### src/design/spi_encoder_reader_unwrap_core_macros.svh
// Assertion macros for the SPI encoder reader core.
// Taken in by the top level, which supplies i_clk and i_rst_n by name.
`ifndef SPI_ENCODER_READER_UNWRAP_CORE_MACROS_SVH
`define SPI_ENCODER_READER_UNWRAP_CORE_MACROS_SVH

// The consequent must hold in the same cycle as the antecedent.
`define SPIENC_ASSERT_SAME(label, ante, cons, msg) \
    label: assert property (@(posedge i_clk) disable iff (!i_rst_n) \
        (ante) |-> (cons)) else $error(msg);

// The consequent must hold in the cycle after the antecedent.
`define SPIENC_ASSERT_NEXT(label, ante, cons, msg) \
    label: assert property (@(posedge i_clk) disable iff (!i_rst_n) \
        (ante) |=> (cons)) else $error(msg);

`endif

### src/design/spienc_pkg.sv
// Shared constants and types for the SPI encoder reader core.
// No dependencies; used by spienc_unwrap and spi_encoder_reader_unwrap_core.
`default_nettype none

package spienc_pkg;

    // Default number of encoder channels.
    localparam int CHANNELS_DEF = 3;

    // Configuration register indexes and reset values.
    localparam int                CFG_IDX_W        = 8;
    localparam logic [CFG_IDX_W-1:0] CFG_READ_TIMEOUT = 8'd0;
    localparam logic [CFG_IDX_W-1:0] CFG_ZERO_TIMEOUT = 8'd1;
    localparam logic [15:0]       READ_TIMEOUT_RST = 16'd50;
    localparam logic [15:0]       ZERO_TIMEOUT_RST = 16'd1000;

    // Input command codes.
    localparam logic [1:0] CMD_READ = 2'd0;
    localparam logic [1:0] CMD_ZERO = 2'd1;
    localparam logic [1:0] CMD_BYTE = 2'd2;
    localparam logic [1:0] CMD_TICK = 2'd3;

    // Bytes on the SPI link.
    localparam logic [7:0] BYTE_READ = 8'h10;
    localparam logic [7:0] BYTE_NOP  = 8'h00;
    localparam logic [7:0] BYTE_ZERO = 8'h70;
    localparam logic [7:0] BYTE_ZACK = 8'h80;
    localparam logic [3:0] NIBBLE_MASK = 4'hF;

    // Turn arithmetic in counts of 1/4096 turn.
    localparam logic signed [12:0] HALF_TURN = 13'sd2048;
    localparam logic [31:0]        FULL_TURN = 32'd4096;

    // Result status codes.
    typedef enum logic [2:0] {
        ST_BUSY      = 3'd0,
        ST_READ_OK   = 3'd1,
        ST_READ_TOUT = 3'd2,
        ST_ZERO_OK   = 3'd3,
        ST_ZERO_TOUT = 3'd4
    } t_status;

endpackage

`default_nettype wire

### src/design/spi_encoder_reader_unwrap_core.sv
// Top level of the SPI encoder reader: input register, sequencer, result register.
// Depends on spienc_pkg, spienc_unwrap and spi_encoder_reader_unwrap_core_macros.svh.
//
//  Channel  | Handshake                  | Payload
//  ---------+----------------------------+------------------------------------------
//  in       | i_in_valid / o_in_ready    | i_cmd, i_channel, i_rx_byte
//  out      | o_out_valid / i_out_ready  | o_tx_valid, o_tx_byte, o_status,
//           |                            | o_out_channel, o_raw_position, o_turn_position
//  cfg      | i_cfg_valid / o_cfg_ready  | i_cfg_index, i_cfg_data
//
// A transaction is taken into the input register, processed there once the output register
// can take a result, and its result, if any, placed in the output register.
// One transaction is accepted per cycle while the output is not stalled; the sequencer
// state and channel unwrap registers update when it is processed, so the next one sees them.
// A stalled output holds the processing stage, and the input register fills behind it.
// Reset is synchronous and active low; the configuration port is always ready.
`default_nettype none
`include "spi_encoder_reader_unwrap_core_macros.svh"

module spi_encoder_reader_unwrap_core #(
    parameter int CHANNELS = spienc_pkg::CHANNELS_DEF
) (
    input  wire logic                              i_clk,
    input  wire logic                              i_rst_n,
    // Input transactions.
    input  wire logic                              i_in_valid,
    output logic                                   o_in_ready,
    input  wire logic [1:0]                        i_cmd,
    input  wire logic [1:0]                        i_channel,
    input  wire logic [7:0]                        i_rx_byte,
    // Result transactions.
    output logic                                   o_out_valid,
    input  wire logic                              i_out_ready,
    output logic                                   o_tx_valid,
    output logic [7:0]                             o_tx_byte,
    output logic [2:0]                             o_status,
    output logic [1:0]                             o_out_channel,
    output logic [11:0]                            o_raw_position,
    output logic signed [31:0]                     o_turn_position,
    // Configuration writes.
    input  wire logic                              i_cfg_valid,
    output logic                                   o_cfg_ready,
    input  wire logic [spienc_pkg::CFG_IDX_W-1:0]  i_cfg_index,
    input  wire logic [15:0]                       i_cfg_data
);

    typedef enum logic [2:0] {
        PH_IDLE    = 3'd0,
        PH_RD_CMD  = 3'd1,
        PH_RD_ECHO = 3'd2,
        PH_RD_MSB  = 3'd3,
        PH_RD_LSB  = 3'd4,
        PH_Z_CMD   = 3'd5,
        PH_Z_WAIT  = 3'd6
    } t_phase;

    // Configuration registers.
    logic [15:0] r_read_tout;
    logic [15:0] r_zero_tout;

    // Input register.
    logic        r_in_valid;
    logic [1:0]  r_in_cmd;
    logic [1:0]  r_in_channel;
    logic [7:0]  r_in_rx;

    // Sequencer state.
    t_phase      r_phase,   n_phase;
    logic [1:0]  r_active,  n_active;
    logic [15:0] r_elapsed, n_elapsed;
    logic [3:0]  r_nibble,  n_nibble;

    // Result register.
    logic        r_out_valid;
    logic        r_tx_valid;
    logic [7:0]  r_tx_byte;
    logic [2:0]  r_status;
    logic [1:0]  r_out_channel;
    logic [11:0] r_raw;
    logic signed [31:0] r_turn;

    // Processing stage signals.
    logic        proc_en;
    logic        ch_ok;
    logic [16:0] tick_next;
    logic [11:0] raw;
    logic        unwrap_upd;
    logic signed [31:0] unwrap_turn;
    logic        res_valid;
    logic        res_txv;
    logic [7:0]  res_txb;
    spienc_pkg::t_status res_status;
    logic        res_pos;

    assign proc_en     = r_in_valid && (!r_out_valid || i_out_ready);
    assign o_in_ready  = !r_in_valid || proc_en;
    assign o_cfg_ready = 1'b1;

    assign ch_ok     = (int'(r_in_channel) < CHANNELS);
    assign tick_next = {1'b0, r_elapsed} + 17'd1;
    assign raw       = {r_nibble, r_in_rx};

    // Next sequencer state and the result of the transaction in the input register.
    always_comb begin
        n_phase    = r_phase;
        n_active   = r_active;
        n_elapsed  = r_elapsed;
        n_nibble   = r_nibble;
        res_valid  = 1'b0;
        res_txv    = 1'b0;
        res_txb    = spienc_pkg::BYTE_NOP;
        res_status = spienc_pkg::ST_BUSY;
        res_pos    = 1'b0;
        case (r_in_cmd)
            spienc_pkg::CMD_READ, spienc_pkg::CMD_ZERO: begin
                if (ch_ok) begin
                    n_active  = r_in_channel;
                    n_elapsed = '0;
                    n_nibble  = '0;
                    res_valid = 1'b1;
                    res_txv   = 1'b1;
                    if (r_in_cmd == spienc_pkg::CMD_READ) begin
                        n_phase = PH_RD_CMD;
                        res_txb = spienc_pkg::BYTE_READ;
                    end else begin
                        n_phase = PH_Z_CMD;
                        res_txb = spienc_pkg::BYTE_ZERO;
                    end
                end
            end
            spienc_pkg::CMD_BYTE: begin
                case (r_phase)
                    PH_RD_CMD: begin
                        n_phase   = PH_RD_ECHO;
                        res_valid = 1'b1;
                        res_txv   = 1'b1;
                    end
                    PH_RD_ECHO: begin
                        if (r_in_rx == spienc_pkg::BYTE_READ) begin
                            n_phase = PH_RD_MSB;
                        end
                        res_valid = 1'b1;
                        res_txv   = 1'b1;
                    end
                    PH_RD_MSB: begin
                        n_nibble  = r_in_rx[3:0] & spienc_pkg::NIBBLE_MASK;
                        n_phase   = PH_RD_LSB;
                        res_valid = 1'b1;
                        res_txv   = 1'b1;
                    end
                    PH_RD_LSB: begin
                        n_phase = PH_IDLE;
                        if (int'(r_active) < CHANNELS) begin
                            res_valid  = 1'b1;
                            res_status = spienc_pkg::ST_READ_OK;
                            res_pos    = 1'b1;
                        end
                    end
                    PH_Z_CMD: begin
                        n_phase   = PH_Z_WAIT;
                        res_valid = 1'b1;
                        res_txv   = 1'b1;
                    end
                    PH_Z_WAIT: begin
                        res_valid = 1'b1;
                        if (r_in_rx == spienc_pkg::BYTE_ZACK) begin
                            n_phase    = PH_IDLE;
                            res_status = spienc_pkg::ST_ZERO_OK;
                        end else begin
                            res_txv = 1'b1;
                        end
                    end
                    default: begin
                        n_phase = r_phase;
                    end
                endcase
            end
            default: begin
                // One millisecond tick: only the read command and echo phases and the zero phases count it.
                if (r_phase == PH_RD_CMD || r_phase == PH_RD_ECHO) begin
                    if (tick_next > {1'b0, r_read_tout}) begin
                        n_phase    = PH_IDLE;
                        res_valid  = 1'b1;
                        res_status = spienc_pkg::ST_READ_TOUT;
                    end else begin
                        n_elapsed = tick_next[15:0];
                    end
                end else if (r_phase == PH_Z_CMD || r_phase == PH_Z_WAIT) begin
                    if (tick_next >= {1'b0, r_zero_tout}) begin
                        n_phase    = PH_IDLE;
                        res_valid  = 1'b1;
                        res_status = spienc_pkg::ST_ZERO_TOUT;
                    end else begin
                        n_elapsed = tick_next[15:0];
                    end
                end
            end
        endcase
    end

    assign unwrap_upd = proc_en && res_pos;

    spienc_unwrap #(
        .CHANNELS (CHANNELS)
    ) u_unwrap (
        .i_clk     (i_clk),
        .i_rst_n   (i_rst_n),
        .i_upd     (unwrap_upd),
        .i_channel (r_active),
        .i_raw     (raw),
        .o_turn    (unwrap_turn)
    );

    // Configuration register writes; unknown indexes are dropped.
    always_ff @(posedge i_clk) begin
        if (!i_rst_n) begin
            r_read_tout <= spienc_pkg::READ_TIMEOUT_RST;
            r_zero_tout <= spienc_pkg::ZERO_TIMEOUT_RST;
        end else if (i_cfg_valid && o_cfg_ready) begin
            if (i_cfg_index == spienc_pkg::CFG_READ_TIMEOUT) begin
                r_read_tout <= i_cfg_data;
            end else if (i_cfg_index == spienc_pkg::CFG_ZERO_TIMEOUT) begin
                r_zero_tout <= i_cfg_data;
            end
        end
    end

    // Input register.
    always_ff @(posedge i_clk) begin
        if (!i_rst_n) begin
            r_in_valid <= 1'b0;
        end else if (o_in_ready) begin
            r_in_valid <= i_in_valid;
        end
    end

    always_ff @(posedge i_clk) begin
        if (i_in_valid && o_in_ready) begin
            r_in_cmd     <= i_cmd;
            r_in_channel <= i_channel;
            r_in_rx      <= i_rx_byte;
        end
    end

    // Sequencer state and result register.
    always_ff @(posedge i_clk) begin
        if (!i_rst_n) begin
            r_phase       <= PH_IDLE;
            r_active      <= '0;
            r_elapsed     <= '0;
            r_nibble      <= '0;
            r_out_valid   <= 1'b0;
            r_tx_valid    <= 1'b0;
            r_tx_byte     <= spienc_pkg::BYTE_NOP;
            r_status      <= spienc_pkg::ST_BUSY;
            r_out_channel <= '0;
            r_raw         <= '0;
            r_turn        <= '0;
        end else if (proc_en) begin
            r_phase       <= n_phase;
            r_active      <= n_active;
            r_elapsed     <= n_elapsed;
            r_nibble      <= n_nibble;
            r_out_valid   <= res_valid;
            r_tx_valid    <= res_txv;
            r_tx_byte     <= res_txv ? res_txb : spienc_pkg::BYTE_NOP;
            r_status      <= res_status;
            r_out_channel <= n_active;
            r_raw         <= res_pos ? raw : '0;
            r_turn        <= res_pos ? unwrap_turn : '0;
        end else if (i_out_ready) begin
            r_out_valid <= 1'b0;
        end
    end

    assign o_out_valid     = r_out_valid;
    assign o_tx_valid      = r_tx_valid;
    assign o_tx_byte       = r_tx_byte;
    assign o_status        = r_status;
    assign o_out_channel   = r_out_channel;
    assign o_raw_position  = r_raw;
    assign o_turn_position = r_turn;

    // A finished operation never asks for another exchange.
    `SPIENC_ASSERT_SAME(a_done_no_tx,
        o_out_valid && (o_status != spienc_pkg::ST_BUSY),
        !o_tx_valid,
        "finished result requests a byte exchange")

    // Position fields are zero except on a successful read.
    `SPIENC_ASSERT_SAME(a_pos_only_read_ok,
        o_out_valid && (o_status != spienc_pkg::ST_READ_OK),
        (o_raw_position == '0) && (o_turn_position == '0),
        "position reported without a read")

    // A byte or tick while idle leaves the sequencer idle.
    `SPIENC_ASSERT_NEXT(a_idle_stays,
        proc_en && (r_phase == PH_IDLE) &&
        ((r_in_cmd == spienc_pkg::CMD_BYTE) || (r_in_cmd == spienc_pkg::CMD_TICK)),
        r_phase == PH_IDLE,
        "idle sequencer left idle without a start")

endmodule

`default_nettype wire

### src/design/spienc_unwrap.sv
// Per-channel multi-turn unwrapping: previous raw position and turn offset.
// Depends on spienc_pkg for the turn constants.
`default_nettype none

module spienc_unwrap #(
    parameter int CHANNELS = spienc_pkg::CHANNELS_DEF
) (
    input  wire logic               i_clk,
    input  wire logic               i_rst_n,
    input  wire logic               i_upd,
    input  wire logic [1:0]         i_channel,
    input  wire logic [11:0]        i_raw,
    output logic signed [31:0]      o_turn
);

    localparam int CH_W = (CHANNELS > 1) ? $clog2(CHANNELS) : 1;

    logic [11:0]       r_last_raw [CHANNELS];
    logic [31:0]       r_offset   [CHANNELS];
    logic [CH_W-1:0]   idx;
    logic signed [12:0] dif;
    logic [31:0]       n_offset;

    assign idx = CH_W'(i_channel);

    // Jump from the previous raw position, and the offset it implies.
    always_comb begin
        dif = $signed({1'b0, i_raw}) - $signed({1'b0, r_last_raw[idx]});
        if (dif > spienc_pkg::HALF_TURN) begin
            n_offset = r_offset[idx] - spienc_pkg::FULL_TURN;
        end else if (dif < -spienc_pkg::HALF_TURN) begin
            n_offset = r_offset[idx] + spienc_pkg::FULL_TURN;
        end else begin
            n_offset = r_offset[idx];
        end
    end

    assign o_turn = $signed(n_offset + {20'd0, i_raw});

    // Channel state is updated once the second position byte arrives.
    always_ff @(posedge i_clk) begin
        if (!i_rst_n) begin
            for (int k = 0; k < CHANNELS; k++) begin
                r_last_raw[k] <= '0;
                r_offset[k]   <= '0;
            end
        end else if (i_upd) begin
            r_last_raw[idx] <= i_raw;
            r_offset[idx]   <= n_offset;
        end
    end

endmodule

`default_nettype wire
### config.mk
export PLATFORM = sky130hd
export DESIGN_NAME = spi_encoder_reader_unwrap_core
export DESIGN_NICKNAME = d
export VERILOG_FILES = /design/src/design/spienc_pkg.sv /design/src/design/spi_encoder_reader_unwrap_core.sv /design/src/design/spienc_unwrap.sv
export VERILOG_INCLUDE_DIRS = /design/src /design/src/design
export SDC_FILE = /design/constraint.sdc
export NUM_CORES = 1
export LEC_CHECK = 0
export BUFFER_PORTS_ARGS = -buffer_cell sky130_fd_sc_hd__buf_2
export CELL_PAD_IN_SITES_DETAIL_PLACEMENT = 0
export CELL_PAD_IN_SITES_GLOBAL_PLACEMENT = 2
export CORE_MARGIN = 8
export CORE_UTILIZATION = 44
export DETAILED_ROUTE_END_ITERATION = 6
export PLACE_DENSITY_LB_ADDON = 0.1
export SLEW_MARGIN = 20
export SYNTH_ARGS = -nofsm -noshare
export SYNTH_HDL_FRONTEND = slang
export SYNTH_SLANG_ARGS = --single-unit
### constraint.sdc
create_clock -name i_clk -period 20 [get_ports i_clk]
set_input_delay 2 -clock i_clk [delete_from_list [all_inputs] [get_ports i_clk]]
set_output_delay 2 -clock i_clk [all_outputs]
set_load 0.02 [all_outputs]
# Word-level counts from Yosys, hierarchy flattened
# Memory sizes are Yosys's and may differ from the RTL's. A register that Yosys moved wholly into a read port is not among the register bits.
# Index checks and enable logic that the tools add are counted.
totals:
  register_bits: 127
  ramBits: 132
  output_inout_bits: 61
  in_bits: 41
  mem_count: 2
  wordCells: 143
memory_table:
  columns: ["name", "depth", "word_bits", "rd", "rd_clocked_by_memory_dff", "write_ports", "line", "text"]
  rows:
  - ["u_unwrap.r_offset", 3, 32, 1, 1, 3, "spienc_unwrap.sv:19", "logic [31:0] r_offset [CHANNELS];"]
  - ["u_unwrap.r_last_raw", 3, 12, 1, 1, 3, "spienc_unwrap.sv:18", "logic [11:0] r_last_raw [CHANNELS];"]
classes:
  order_cmp: 6
  n_mux: 66
  eq_ne: 19
  reduce_logical: 27
  addsub: 5
  bitwise: 2
op_table:
  columns: ["cell", "count"]
  rows:
  - ["32-bit two-way mux", 4]
  - ["16-bit two-way mux", 5]
  - ["3-bit two-way mux", 11]
  - ["32-bit by 12-bit adder with 32-bit output", 1]
  - ["32-bit by 13-bit adder with 32-bit output, second input constant", 1]
  - ["16-bit one-hot mux with 2 select lines", 1]
  - ["32-bit OR reduction", 1]
  - ["32-bit by 13-bit subtractor with 32-bit output, second input constant", 1]
  - ["12-bit two-way mux", 2]
  - ["7-bit two-way mux", 3]
  - ["2-bit two-way mux", 10]
  - ["1-bit two-way mux", 18]
  - ["3-bit one-hot mux with 6 select lines", 1]
  - ["16-bit by 1-bit adder with 17-bit output, second input constant", 1]
  - ["17-bit by 16-bit greater-or-equal comparator with 1-bit output", 1]
  - ["17-bit by 16-bit greater-than comparator with 1-bit output", 1]
  - ["13-bit greater-than comparator, second input constant", 1]
  - ["13-bit by 12-bit less-than comparator with 1-bit output, second input constant", 1]
  - ["12-bit by 12-bit subtractor with 13-bit output", 1]
  - ["3-bit one-hot mux with 2 select lines", 2]
  - ["12-bit OR reduction", 1]
  - ["3-bit equality test, second input constant", 3]
  - ["8-bit by 1-bit equality test with 1-bit output, second input constant", 1]
  - ["8-bit by 5-bit equality test with 1-bit output, second input constant", 1]
  - ["other kinds (34)", 52]

# Depth between registers and ports, before layout
depth:
  ltp_word: 10
  mapped_depth: 23
  mapped_depth_nobuf: 18

# Modules after synthesis
# From an unflattened synthesis, not the netlist that was laid out.
unflattened:
  hier_cells: 1424
  hier_area_um2: 15812.7
by_module_without_submodules:
  columns: ["module", "cells_per_inst", "seq_area_each_um2", "instances", "area_per_inst_um2"]
  rows:
  - ["spienc_unwrap", 796, 5285.1, 1, 9915.8]
  - ["spi_encoder_reader_unwrap_core", 628, 2542.4, 1, 5896.9]

# Worst setup path before layout
# OpenSTA, ideal clock, no wires.
synth_timing:
  kind: "reg-to-reg"
  startpoint: "register (tool-made name)"
  endpoint: "register r_turn[30], in the netlist o_turn_position[30]"
  setup_ns: 0.062
  stages_incl_launch_ff: 22
  required_ns: 19.938
  t_arrival_ns: 6.567
  setup_slack_ns: 13.371
  path_buffers: 7
  period_less_slack_ns: 6.629
  cell_sequence: "dfxtp_1 buf_6 buf_8 buf_2 buf_1 clkbuf_1 mux4_2 ha_1 fa_1 nor2b_1 o31ai_2 a2111oi_0 and4b_1 or4_1 clkbuf_1 o21ai_2 o32ai_1 xnor2_1 or4_4 buf_6 or4_1 nand3_1"
synth_lines:
  columns: ["element", "line", "text"]
  rows:
  - ["end signal: assignment", "spi_encoder_reader_unwrap_core.sv:270", "r_turn <= res_pos ? unwrap_turn : '0;"]
  - ["end: declaration", "spi_encoder_reader_unwrap_core.sv:80", "logic signed [31:0] r_turn;"]

==> out/metrics.yaml <==
ys_warn_count: 0
n_antenna_cell: 0
power-per-cell-area_nw_per_um2: 78.9
layout.cells.non_filler: 2040
setup_ws_ns: 13.89
path_delay_family: "simple AND/OR/NAND/NOR gates"
switchingPower_mw: 0.341
grt_usage: 0.202
rows: 69
setup_viol_count_final: 0
initial_core_util: 0.443
cts_tree: "yes"
synth_top_area_share: 0.361
holdPathStages: 2
root_buffer: "clkbuf_16"
seq_power_share: 0.487
numPlacedInstances: 1978
dieHeight_um: 204
cp_max_fo: 44
synth.area.top_cells: "edfxtp_1 36%, dfxtp_1 14%, mux4_2 6.1%, ha_1 4.7%, nor2_1 2.7%"
gp_congestion: 0.863
grt_first_pass_wirelength_um: 66000
synthArstFlopShare: 0
outcome: "complete, no violations"
synth_edf_count: 188
comb_power_share: 0.087
slew_violations: 0
routedWlPerCell_um: 20.7
max_cap_violations: 0
drt-pass1-iter-count: 5
fin_worst_skew_ns: 0.0132
rrSetupSlack_ns: 13.89
syn_avg_cell_area_um2: 10.9
cts_made_buffers: 34
hp-start: "o_turn_position[24]"
worstPathCellList: "buf_4 -> mux4_2 -> ha_1 -> fa_1 -> nor2b_1 -> o31ai_2 -> a2111oi_0 -> and4b_1 -> nor4_4 -> a211oi_1 -> o21ai_0 -> and4_1 -> nand4_1 -> or4_1 -> nand3_1"
finalWirelength_um: 42200
grt_pass1_vias: 11300
ys_types: 89
path_class: "flop to flop"
ys_dominant_reg_cell: "edfxtp_1"
grt_max_degree: 65
synth.largest_area_cell: "edfxtp_1"
die_x_um: 204
io_pins: 102
p_clk_frac: 0.426
fill_cells: 3263
htreeDepth: 2
placed_area_um2: 16700
clk_pin_slew_ns: 0.06
cts_max_path_buffers: 3
dp_slack_ns: 13.70
crit_path_start_kind: "flop"
period_minus_slack_ns: 6.11
final_area_um2: 17800
clock_latency_ns: 0.53
yosys_register_bits: 299
switching_share: 0.243
nNetsFinal: 1655
worstMarginPinSlew_ns: 1.10
post_cts_buffers: 0
dieArea_um2: 41800
fin_tns_setup_ns: 0
ctsHoldBuffers: 0
r2r_cells: 15
worst-path-buf-inv: 1
port_buffers: 95
yosysMostFrequentCell: "edfxtp_1"
dp_hpwl_um: 29600
layout-drive-gt1-share: 0.150
r2r_end: "o_turn_position[28]"
power.leakage_nw: 7.16
avgViaCountPerCell: 5.58
timing.final.hold_violations: 0
p_int_mw: 1.06
drc: 0
cp.arrival_ns: 6.57
grt_setup_unrepaired: "false"
period_share: 0.306
crit_slowest_cell: "buf_4"
cts_sinks: 299
synth_top_cells_by_count: "188 x edfxtp_1, 111 x dfxtp_1, 111 x nor2_1"
antenna_found_initial: 1
maxSlewHeadroom: 0.264
endpoint_kind: "flop"
area_growth_pct: 13.8
netlist_area_um2: 15600
drtIter0Drc: 774
ir_drop_mv: 0.0545
vias: 11400
critPathRequiredTime_ns: 20.46
cpPeakStageDelay_ns: 0.72
hp-class: "flop to flop"
syn_inst: 1429
cts_resized: 0
clock.fmax_mhz: 164
ant_nets: 0
holdPathEnd: "o_turn_position[24]"
synth_seq_area_share: 0.503
core_area_um2: 35300
overflow: 0
[worst register-to-register path: stages, from the launching register on]
cell and delay (ns):
dfxtp_4 0.33, buf_4 0.72, mux4_2 0.63, ha_1 0.22
fa_1 0.41, nor2b_1 0.20, o31ai_2 0.13, a2111oi_0 0.33
and4b_1 0.28, nor4_4 0.60, a211oi_1 0.20, o21ai_0 0.39
and4_1 0.41, nand4_1 0.47, or4_1 0.64, nand3_1 0.09
[placed cells by master, fill, tap and decap left out, drive strengths merged, types with 5 or more instances in the layout]
master   Yosys  layout
clkinv       0       8
a21boi      11      11
nand3       47      47
and4         5       5
mux2i       32      32
nand3b       5       5
inv         80      82
nand4       21      21
and2        59      59
nor4        10      10
dfxtp      111     111
a21o        13      13
buf         20     115
conb         2      50
mux4        44      44
clkbuf      55      48
nor2       113     113
a22oi       14      14
or4         11      11
o211ai      17      17
or3         14      14
o21a        20      20
nor2b       45      45
xor2         7       7
ha          59      59
o21ai       55      55
and3        53      53
edfxtp     188     188
nand2      110     110
a21oi       38      38
nor3        26      26
a2111oi      5       5
nand2b      18      18
a211oi       7       7
a22o        14      14
xnor2       31      31
[worst max-delay path by stage]
stage / from / to / slack [ns] / cells after the start
2_1_floorplan: flop / o_turn_position[30] / 13.37 / 21
3_3_place_gp: i_out_ready / u_unwrap.r_last_raw[2][11] / 13.79 / 11
3_5_place_dp: i_out_ready / u_unwrap.r_last_raw[2][7] / 13.70 / 11
4_1_cts: flop / o_turn_position[28] / 13.83 / 15
5_1_grt: flop / o_turn_position[24] / 13.36 / 15
6_report: flop / o_turn_position[28] / 13.89 / 15
[area by class of cell]
type                    instances  area [um^2]  area share
clock buffers                  48          953      0.0536
flip-flops and latches        299         7870       0.443
clock inverters                14          115     0.00647
inverters                      80          300      0.0169
well taps                     461          577      0.0324
multi-input cells            1023         7340       0.413
repair buffers                115          626      0.0352
[flip-flops by register name (all words and copies together) (netlist names), 3 cells and up, named ones only]
name and cells:
r_read_tout 16, u_unwrap.r_last_raw 48, o_status 3, r_zero_tout 16, r_nibble 4, r_elapsed 16, u_unwrap.r_offset 128, o_raw_position 12
o_turn_position 32, r_phase 3, r_in_rx 8
[kinds of logic after synthesis]
group,Yosys count,synth area share
AOI/OAI and AO/OA,246,0.111
DFF,299,0.503
other,2,0.000481
adders and majority gates,61,0.0498
and+or+nand+nor,550,0.186
xor gates and xnor gates,38,0.0213
muxes,78,0.0858
buffers and inverters,155,0.0420
[power groups by stage]
stage	combinational (mW)	clock (mW)	sequential (mW)
after floorplan	0.0858	0	0.692
after global placement	0.122	0	0.696
after detailed placement	0.122	0	0.696
after CTS	0.122	0.614	0.683
after global routing	0.135	0.636	0.685
final	0.122	0.598	0.683
[metal layers]
metal / GRT usage / vias up / wire [um]
li1: - / 5475 / -
met1: 0.283 / 5571 / 19500
met2: 0.320 / 299 / 19400
met3: 0.0411 / 43 / 2560
met4: 0.0450 / 0 / 639
met5: 0 / - / 0
[per-stage QoR]
stage	hold slack (ns)	power, mW	utilization
floorplan	0.445	0.778	-
global placement	0.431	0.818	0.473
detailed placement	0.441	0.818	0.473
CTS	0.456	1.42	0.503
global route	0.479	1.46	0.504
finish	0.453	1.40	0.504
No activity file was read; power rests on OpenSTA's default activity.
